## src/hdl/rclfd_pkg.sv

```systemverilog
package rclfd_pkg;

  localparam int unsigned CfgAddrW  = 4;
  localparam int unsigned CfgDataW  = 32;
  localparam int unsigned InDataW   = 56;
  localparam int unsigned OutDataW  = 8;

  // hysteresis counter limits
  localparam logic [3:0] LOSS_TRIP     = 4'd10;
  localparam logic [3:0] RECOVER_CLAMP = 4'd3;

  // register indexes (word address = paddr[3:2])
  typedef enum logic [1:0] {
    REG_FS_MODE      = 2'd0,
    REG_FS_THRESHOLD = 2'd1,
    REG_THR_REVERSED = 2'd2,
    REG_TIMEOUT_MS   = 2'd3
  } reg_idx_t;

  // fs_mode codes; the fourth code acts like FS_MODE_NO_ACTION
  localparam logic [1:0] FS_MODE_OFF       = 2'd0;
  localparam logic [1:0] FS_MODE_ON        = 2'd1;
  localparam logic [1:0] FS_MODE_NO_ACTION = 2'd2;

  typedef enum logic [1:0] {
    NOTICE_NONE = 2'd0,
    NOTICE_ON   = 2'd1,
    NOTICE_OFF  = 2'd2,
    NOTICE_RSVD = 2'd3
  } notice_t;

  localparam logic [1:0]  RST_FS_MODE      = FS_MODE_ON;
  localparam logic [11:0] RST_FS_THRESHOLD = 12'd950;
  localparam logic        RST_THR_REVERSED = 1'b0;
  localparam logic [15:0] RST_TIMEOUT_MS   = 16'd1000;

  typedef struct packed {
    logic [1:0]  fs_mode;
    logic [11:0] fs_threshold;
    logic        throttle_reversed;
    logic [15:0] timeout_ms;
  } cfg_t;

  typedef struct packed {
    logic        vtol_hold_mode;
    logic        had_input;
    logic        protocols_enabled;
    logic        flying;
    logic        armed;
    logic [31:0] now_ms;
    logic [11:0] throttle_pwm;
    logic        frame_ok;
  } item_t;

  typedef struct packed {
    notice_t notice;
    logic    failsafe_on;
    logic    throttle_half;
    logic    override_sticks;
  } result_t;

  typedef struct packed {
    logic [3:0] loss_counter;
    logic       failsafe_latched;
  } core_status_t;

endpackage

```

## src/hdl/rclfd_cfg.sv

```systemverilog
module rclfd_cfg
  import rclfd_pkg::*;
(
  input  logic                clk,
  input  logic                rst_n,
  input  logic                psel,
  input  logic                penable,
  input  logic                pwrite,
  input  logic [CfgAddrW-1:0] paddr,
  input  logic [CfgDataW-1:0] pwdata,
  output logic [CfgDataW-1:0] prdata,
  output cfg_t                cfg
);

  cfg_t       cfg_r;
  logic       wr_en;
  reg_idx_t   idx;

  assign idx   = reg_idx_t'(paddr[3:2]);
  assign wr_en = psel && penable && pwrite;

  always_ff @(posedge clk) begin
    if (!rst_n) begin
      cfg_r.fs_mode           <= RST_FS_MODE;
      cfg_r.fs_threshold      <= RST_FS_THRESHOLD;
      cfg_r.throttle_reversed <= RST_THR_REVERSED;
      cfg_r.timeout_ms        <= RST_TIMEOUT_MS;
    end else if (wr_en) begin
      unique case (idx)
        REG_FS_MODE:      cfg_r.fs_mode           <= pwdata[1:0];
        REG_FS_THRESHOLD: cfg_r.fs_threshold      <= pwdata[11:0];
        REG_THR_REVERSED: cfg_r.throttle_reversed <= pwdata[0];
        REG_TIMEOUT_MS:   cfg_r.timeout_ms        <= pwdata[15:0];
        default:          ;
      endcase
    end
  end

  always_comb begin
    prdata = '0;
    unique case (idx)
      REG_FS_MODE:      prdata[1:0]  = cfg_r.fs_mode;
      REG_FS_THRESHOLD: prdata[11:0] = cfg_r.fs_threshold;
      REG_THR_REVERSED: prdata[0]    = cfg_r.throttle_reversed;
      REG_TIMEOUT_MS:   prdata[15:0] = cfg_r.timeout_ms;
      default:          prdata       = '0;
    endcase
  end

  assign cfg = cfg_r;

endmodule

```

## src/hdl/rclfd_core.sv

```systemverilog
module rclfd_core
  import rclfd_pkg::*;
(
  input  logic         clk,
  input  logic         rst_n,
  input  cfg_t         cfg,
  input  logic         step,
  input  item_t        item,
  output result_t      res,
  output core_status_t status
);

  logic [11:0] last_throttle_r, last_throttle_nxt;
  logic [31:0] last_valid_time_r, last_valid_time_nxt;
  logic [3:0]  loss_counter_r, loss_counter_nxt;
  logic        latched_r, latched_nxt;

  logic        acceptable;
  logic        loss;
  logic        count_en;
  logic [31:0] elapsed;
  logic [3:0]  dec;
  notice_t     notice;

  always_comb begin
    last_throttle_nxt = item.frame_ok ? item.throttle_pwm : last_throttle_r;

    // threshold test on the held throttle; equal is never acceptable
    if (cfg.fs_mode == FS_MODE_OFF)
      acceptable = 1'b1;
    else if (cfg.throttle_reversed)
      acceptable = last_throttle_nxt < cfg.fs_threshold;
    else
      acceptable = last_throttle_nxt > cfg.fs_threshold;

    last_valid_time_nxt = (item.frame_ok && acceptable) ? item.now_ms : last_valid_time_r;
    elapsed = item.now_ms - last_valid_time_nxt;
    loss    = !acceptable || (elapsed > {16'd0, cfg.timeout_ms});

    // counting held off when not in full mode (unless latched) or at boot
    count_en = !(((cfg.fs_mode != FS_MODE_ON) && !latched_r) ||
                 (!item.armed && !item.flying && item.protocols_enabled &&
                  !item.had_input));

    loss_counter_nxt = loss_counter_r;
    latched_nxt      = latched_r;
    notice           = NOTICE_NONE;
    dec              = loss_counter_r - 4'd1;

    if (count_en) begin
      if (loss) begin
        if (loss_counter_r < LOSS_TRIP) begin
          loss_counter_nxt = loss_counter_r + 4'd1;
          if (loss_counter_r + 4'd1 == LOSS_TRIP) begin
            notice      = NOTICE_ON;
            latched_nxt = 1'b1;
          end
        end else begin
          loss_counter_nxt = LOSS_TRIP;
        end
      end else if (loss_counter_r != 4'd0) begin
        loss_counter_nxt = (dec > RECOVER_CLAMP) ? RECOVER_CLAMP : dec;
        if (loss_counter_nxt == 4'd1)
          notice = NOTICE_OFF;
        else if (loss_counter_nxt == 4'd0)
          latched_nxt = 1'b0;
      end
    end

    res.override_sticks = loss;
    res.throttle_half   = loss && item.vtol_hold_mode;
    res.failsafe_on     = latched_nxt;
    res.notice          = notice;
  end

  always_ff @(posedge clk) begin
    if (!rst_n) begin
      last_throttle_r   <= '0;
      last_valid_time_r <= '0;
      loss_counter_r    <= '0;
      latched_r         <= 1'b0;
    end else if (step) begin
      last_throttle_r   <= last_throttle_nxt;
      last_valid_time_r <= last_valid_time_nxt;
      loss_counter_r    <= loss_counter_nxt;
      latched_r         <= latched_nxt;
    end
  end

  assign status.loss_counter     = loss_counter_r;
  assign status.failsafe_latched = latched_r;

endmodule

```

## src/hdl/rc_link_failsafe_detector_unit.sv

```systemverilog
// Receiver link failsafe detector.
// Throughput: one word per cycle while out_tready is high; each word passes the
//   input register, then the result register, each holding one word, and the
//   detector state updates as a word moves between them.
// Reset (rst_n low, synchronous): both stages empty, throttle/time/counter/flag
//   cleared, registers back to fs_mode 1, threshold 950, not reversed, timeout 1000.
module rc_link_failsafe_detector_unit
  import rclfd_pkg::*;
(
  input  logic                clk,
  input  logic                rst_n,
  // input stream
  input  logic                in_tvalid,
  output logic                in_tready,
  // [0] frame_ok, [12:1] throttle_pwm, [44:13] now_ms, [45] armed, [46] flying,
  // [47] protocols_enabled, [48] had_input, [49] vtol_hold_mode, [55:50] zero
  input  logic [InDataW-1:0]  in_tdata,
  // result stream
  output logic                out_tvalid,
  input  logic                out_tready,
  // [0] override_sticks, [1] throttle_half, [2] failsafe_on, [4:3] notice,
  // [7:5] zero
  output logic [OutDataW-1:0] out_tdata,
  // configuration port
  input  logic                cfg_psel,
  input  logic                cfg_penable,
  input  logic                cfg_pwrite,
  input  logic [CfgAddrW-1:0] cfg_paddr,
  input  logic [CfgDataW-1:0] cfg_pwdata,
  output logic [CfgDataW-1:0] cfg_prdata,
  output logic                cfg_pready
);

  cfg_t         cfg;
  item_t        item_r;
  logic         in_valid_r;
  result_t      res_r;
  result_t      res;
  logic         out_valid_r;
  logic         advance;
  core_status_t status;

  assign cfg_pready = 1'b1;

  rclfd_cfg u_cfg (
    .clk     (clk),
    .rst_n   (rst_n),
    .psel    (cfg_psel),
    .penable (cfg_penable),
    .pwrite  (cfg_pwrite),
    .paddr   (cfg_paddr),
    .pwdata  (cfg_pwdata),
    .prdata  (cfg_prdata),
    .cfg     (cfg)
  );

  // A word in the input register moves on whenever the result register is free
  // or being emptied this cycle; the detector state steps with it.
  assign advance   = in_valid_r && (!out_valid_r || out_tready);
  assign in_tready = !in_valid_r || advance;

  always_ff @(posedge clk) begin
    if (!rst_n) begin
      in_valid_r <= 1'b0;
    end else if (in_tready) begin
      in_valid_r <= in_tvalid;
    end
  end

  always_ff @(posedge clk) begin
    if (in_tready && in_tvalid) begin
      item_r <= item_t'(in_tdata[49:0]);
    end
  end

  rclfd_core u_core (
    .clk    (clk),
    .rst_n  (rst_n),
    .cfg    (cfg),
    .step   (advance),
    .item   (item_r),
    .res    (res),
    .status (status)
  );

  always_ff @(posedge clk) begin
    if (!rst_n) begin
      out_valid_r <= 1'b0;
    end else if (advance) begin
      out_valid_r <= 1'b1;
    end else if (out_tready) begin
      out_valid_r <= 1'b0;
    end
  end

  always_ff @(posedge clk) begin
    if (advance) begin
      res_r <= res;
    end
  end

  assign out_tvalid = out_valid_r;
  assign out_tdata  = {3'd0, res_r};

`ifndef NO_ASSERTIONS
  // hysteresis counter never runs past the trip level
  a_counter_bounded: assert property (@(posedge clk) disable iff (!rst_n)
    status.loss_counter <= LOSS_TRIP)
    else $error("loss counter above trip level");

  // the flag is only ever held with a non-zero counter
  a_latch_needs_count: assert property (@(posedge clk) disable iff (!rst_n)
    status.failsafe_latched |-> (status.loss_counter != 4'd0))
    else $error("failsafe latched with zero counter");

  // an on notice always comes with the flag raised in the same word
  a_on_notice_flag: assert property (@(posedge clk) disable iff (!rst_n)
    (out_tvalid && (res_r.notice == NOTICE_ON)) |-> res_r.failsafe_on)
    else $error("on notice without failsafe flag");

  // a stalled result word is never overwritten by the next item
  a_no_overrun: assert property (@(posedge clk) disable iff (!rst_n)
    (out_valid_r && !out_tready) |-> !advance)
    else $error("result register overrun");
`endif

endmodule
```

## config.mk

```make
export PLATFORM = sky130hd
export DESIGN_NAME = rc_link_failsafe_detector_unit
export DESIGN_NICKNAME = d
export VERILOG_FILES = /design/src/hdl/rclfd_pkg.sv /design/src/hdl/rclfd_cfg.sv /design/src/hdl/rclfd_core.sv /design/src/hdl/rc_link_failsafe_detector_unit.sv
export SDC_FILE = /design/constraint.sdc
export NUM_CORES = 1
export LEC_CHECK = 0
export ABC_AREA = 1
export BUFFER_PORTS_ARGS = -buffer_cell sky130_fd_sc_hd__buf_2
export CORE_UTILIZATION = 57
export CTS_CLUSTER_SIZE = 24
export DETAILED_ROUTE_END_ITERATION = 8
export HOLD_SLACK_MARGIN = 0.1
export PLACE_DENSITY = 0.89
export SYNTH_ARGS = -nofsm -noshare
export SYNTH_HDL_FRONTEND = slang
export SYNTH_SLANG_ARGS = --single-unit
```

## constraint.sdc

```tcl
create_clock -name clk -period 8 [get_ports clk]
set_input_delay 1.6 -clock clk [delete_from_list [all_inputs] [get_ports clk]]
set_output_delay 1.6 -clock clk [all_outputs]
set_load 0.005 [all_outputs]
```

==> summary.txt <==
Yosys reg bits: 137
Fin cells: 1340
RSZ-0062 raised after global routing: no
DR WL met2: 8.94 mm
Post-synthesis mux area share: 0.0273
CP max stage delay: 0.82 ns
Leak Pwr: 4.63 nW
Most used DFF post-synth: dfxtp_1
Largest area contributor in the netlist: edfxtp_1
Port Buffers: 97
Die footprint: 0.0153 mm^2
Hold WS: 0.447 ns
Vias: 7389
Most used cell, CP: nand2_1
Worst-path clk slew: 0.06 ns
Antenna Cells: 0
Hold_buf cts: 0
Largest net degree at the start of global routing: 70
Synth Cell Area: 0.00843 mm^2
Final Cycle Share: 0.873
Netlist cell types: 55
Compound-gate portion of the synthesized area: 0.158
Seq/Total Area, Yosys: 0.391
Post-detail-place hpwl: 14.0 mm
# nets final: 1302
Hold Fails Final Rpt: 0
Largest family of logic cells by synthesized area: simple AND/OR/NAND/NOR gates
Num CTS Buffers: 17
Worst Setup SP: item_r[0]
H-tree level count: 4
Wire per inst: 14.5 um
Worst-Margin Slew: 1.09 ns
Number of global-route vias before repair: 6714
Slew Viols, Final: 0
Fill cells: 1208
Post-cts resize count: 0
Startpoint of the worst hold path: u_core.last_throttle_r[1]
Total gr overflow: 0
Max-slew headroom: 0.273
VDD IR-drop max: 0.180 mV
Die H: 124 um
Routability cong.: 0.928
Num ports: 142
WL final: 19.5 mm
Worst skew pair latency: 0.44 ns
Routed vias/inst: 5.51
Slowest-stage cell, CP: edfxtp_1
Commonest non-fill, non-tap cell in the layout: nand2_1
Synth area leaders: edfxtp_1 (20%), dfxtp_1 (19%), nand2_1 (8.8%), ha_1 (8.8%), inv_1 (7.0%)
CP Data Required Time: 8.33 ns
Most frequent cells in the layout: nand2_1 (197), inv_1 (156), buf_2 (97)
Critical path capture point type: flop
CTS tree: built
CTS max path bufs: 2
Initial DRC Count: 596
Core area: 0.0145 mm^2
Setup_tns: 0 ns
Worst r2r src: item_r[0]
Max FO, Critical Path: 38
Critical path arrival: 7.31 ns
Gate Count Post-Synth: 1054
Postcts setup bufs: 0
Final Skew: 0.00974 ns
Post-synth EDFFs: 55
Residual DRC: 0
Post-synthesis xor/xnor area fraction: 0.0187
Initial Utilization: 0.582
Post-Synth Adder-Cell Area: 0.0900
Mean post-synth cell area: 8.00 um^2
Crit path kind: reg -> reg
Pwr dens: 215 mW/mm^2
Antenna violations before repair: 0
Clk root buf: clkbuf_16
Antenna viol nets, final: 0
Site Rows: 44
Yosys warning count: 0
WL met1: 8.58 mm
Clock Sinks: 137
Max-cap violations: 0
Met3 Wirelength: 1.30 mm
Layout cells sized above 1: 0.160
Synth Area in Simple Gates: 0.207
Cells after DPL: 1308
Area grow syn2layout: 13.3%
First-pass GRT wire length: 31.3 mm
Gr usage total: 0.269
Min-Delay Path Class: reg -> reg
Status: finished, final reports clean
Asr flop ratio synth: 0
Highest Clock Rate: 143 MHz
TritonRoute pass-1 iters: 6
Die W: 124 um
Post-synth top area share: 0.196
Clock period minus worst slack: 6.98 ns
Startpoint Class: flop
Highest routed layer: met4
Final setup viols: 0
layout make-up:
class	count	area, um^2	area share
Clock buffer	24	526	0.0550
Sequential cell	137	3290	0.345
Clock inverter	8	55.1	0.00576
Inverter	164	616	0.0645
Tap cell	184	230	0.0241
Timing Repair Buffer	103	531	0.0555
Multi-Input combinational cell	720	4300	0.450
critical path: cells and delay by family (launching register included):
| family | cells | cell delay [ns] |
|---|---|---|
| buffers and inverters | 5 | 0.53 |
| adders and majority gates | 4 | 1.27 |
| xor gates and xnor gates | 1 | 0.08 |
| DFF | 1 | 0.82 |
| AOI/OAI and AO/OA | 6 | 0.97 |
| and+or+nand+nor | 29 | 3.20 |
worst paths after layout:
check / slack, ns / endpoint / cells past startpoint
hold reg to reg: 0.45 / u_core.last_throttle_r[1] / 2
setup / recovery: 1.02 / u_core.loss_counter_r[2] / 45
setup reg to reg: 1.02 / u_core.loss_counter_r[2] / 45
hold / removal: 0.45 / u_core.last_throttle_r[1] / 2
per-stage QoR:
stage	worst slack (ns)	power, mW	cell area [um^2]	utilization
after floorplan	1.65	1.18	8490	-
after global placement	1.30	1.28	8970	0.620
after detailed placement	1.12	1.30	8970	0.620
after CTS	1.02	2.06	9550	0.660
after global routing	0.309	2.16	9550	0.660
final	1.02	2.05	9550	0.660
power by group:
group	switching, mW	total [mW]	leakage, nW	internal, mW
clock	0.297	0.757	0.291	0.460
combinational	0.320	0.508	3.13	0.187
sequential	0.0217	0.789	1.21	0.767
total	0.639	2.05	4.63	1.41
logic make-up after synthesis:
kind of cell    count (synthesis)
compound gates                225
xor+xnor                       18
fa+ha+maj                      60
buf+inv                       215
flops                         137
mux                            23
other cells                     2
simple gates                  374
cell usage after synthesis (3+ instances only):
| cell | number |
|---|---|
| a21oi_1 | 73 |
| nand2_2 | 14 |
| nor2_2 | 6 |
| nand3b_1 | 3 |
| o21ai_0 | 73 |
| inv_2 | 7 |
| clkbuf_1 | 22 |
| o22ai_1 | 10 |
| nor4_1 | 4 |
| edfxtp_1 | 55 |
| ha_1 | 59 |
| nor3_1 | 10 |
| dfxtp_1 | 82 |
| nand3_4 | 8 |
| nand3_1 | 36 |
| mux2i_1 | 23 |
| xor2_1 | 10 |
| a211oi_1 | 6 |
| buf_1 | 6 |
| xnor2_1 | 8 |
| nor2_1 | 69 |
| o211ai_1 | 38 |
| o21ai_2 | 3 |
| inv_1 | 157 |
| nand2_1 | 197 |
| nand4_1 | 15 |
| buf_4 | 20 |
layer usage:
layer	global-route usage	vias up
li1	-	3684
met1	0.343	3368
met2	0.431	288
met3	0.0632	49
met4	0.125	0
met5	0	-
registers in the layout (all words and copies together) (netlist names):
register / count
u_core.last_throttle_r: 12
u_core.last_valid_time_r: 32
u_cfg.cfg: 31
u_core.loss_counter_r: 4
out_tvalid: 1
u_core.latched_r: 1
item_r: 50
in_valid_r: 1
out_tdata: 5
No activity file was read; power rests on OpenSTA's default activity.
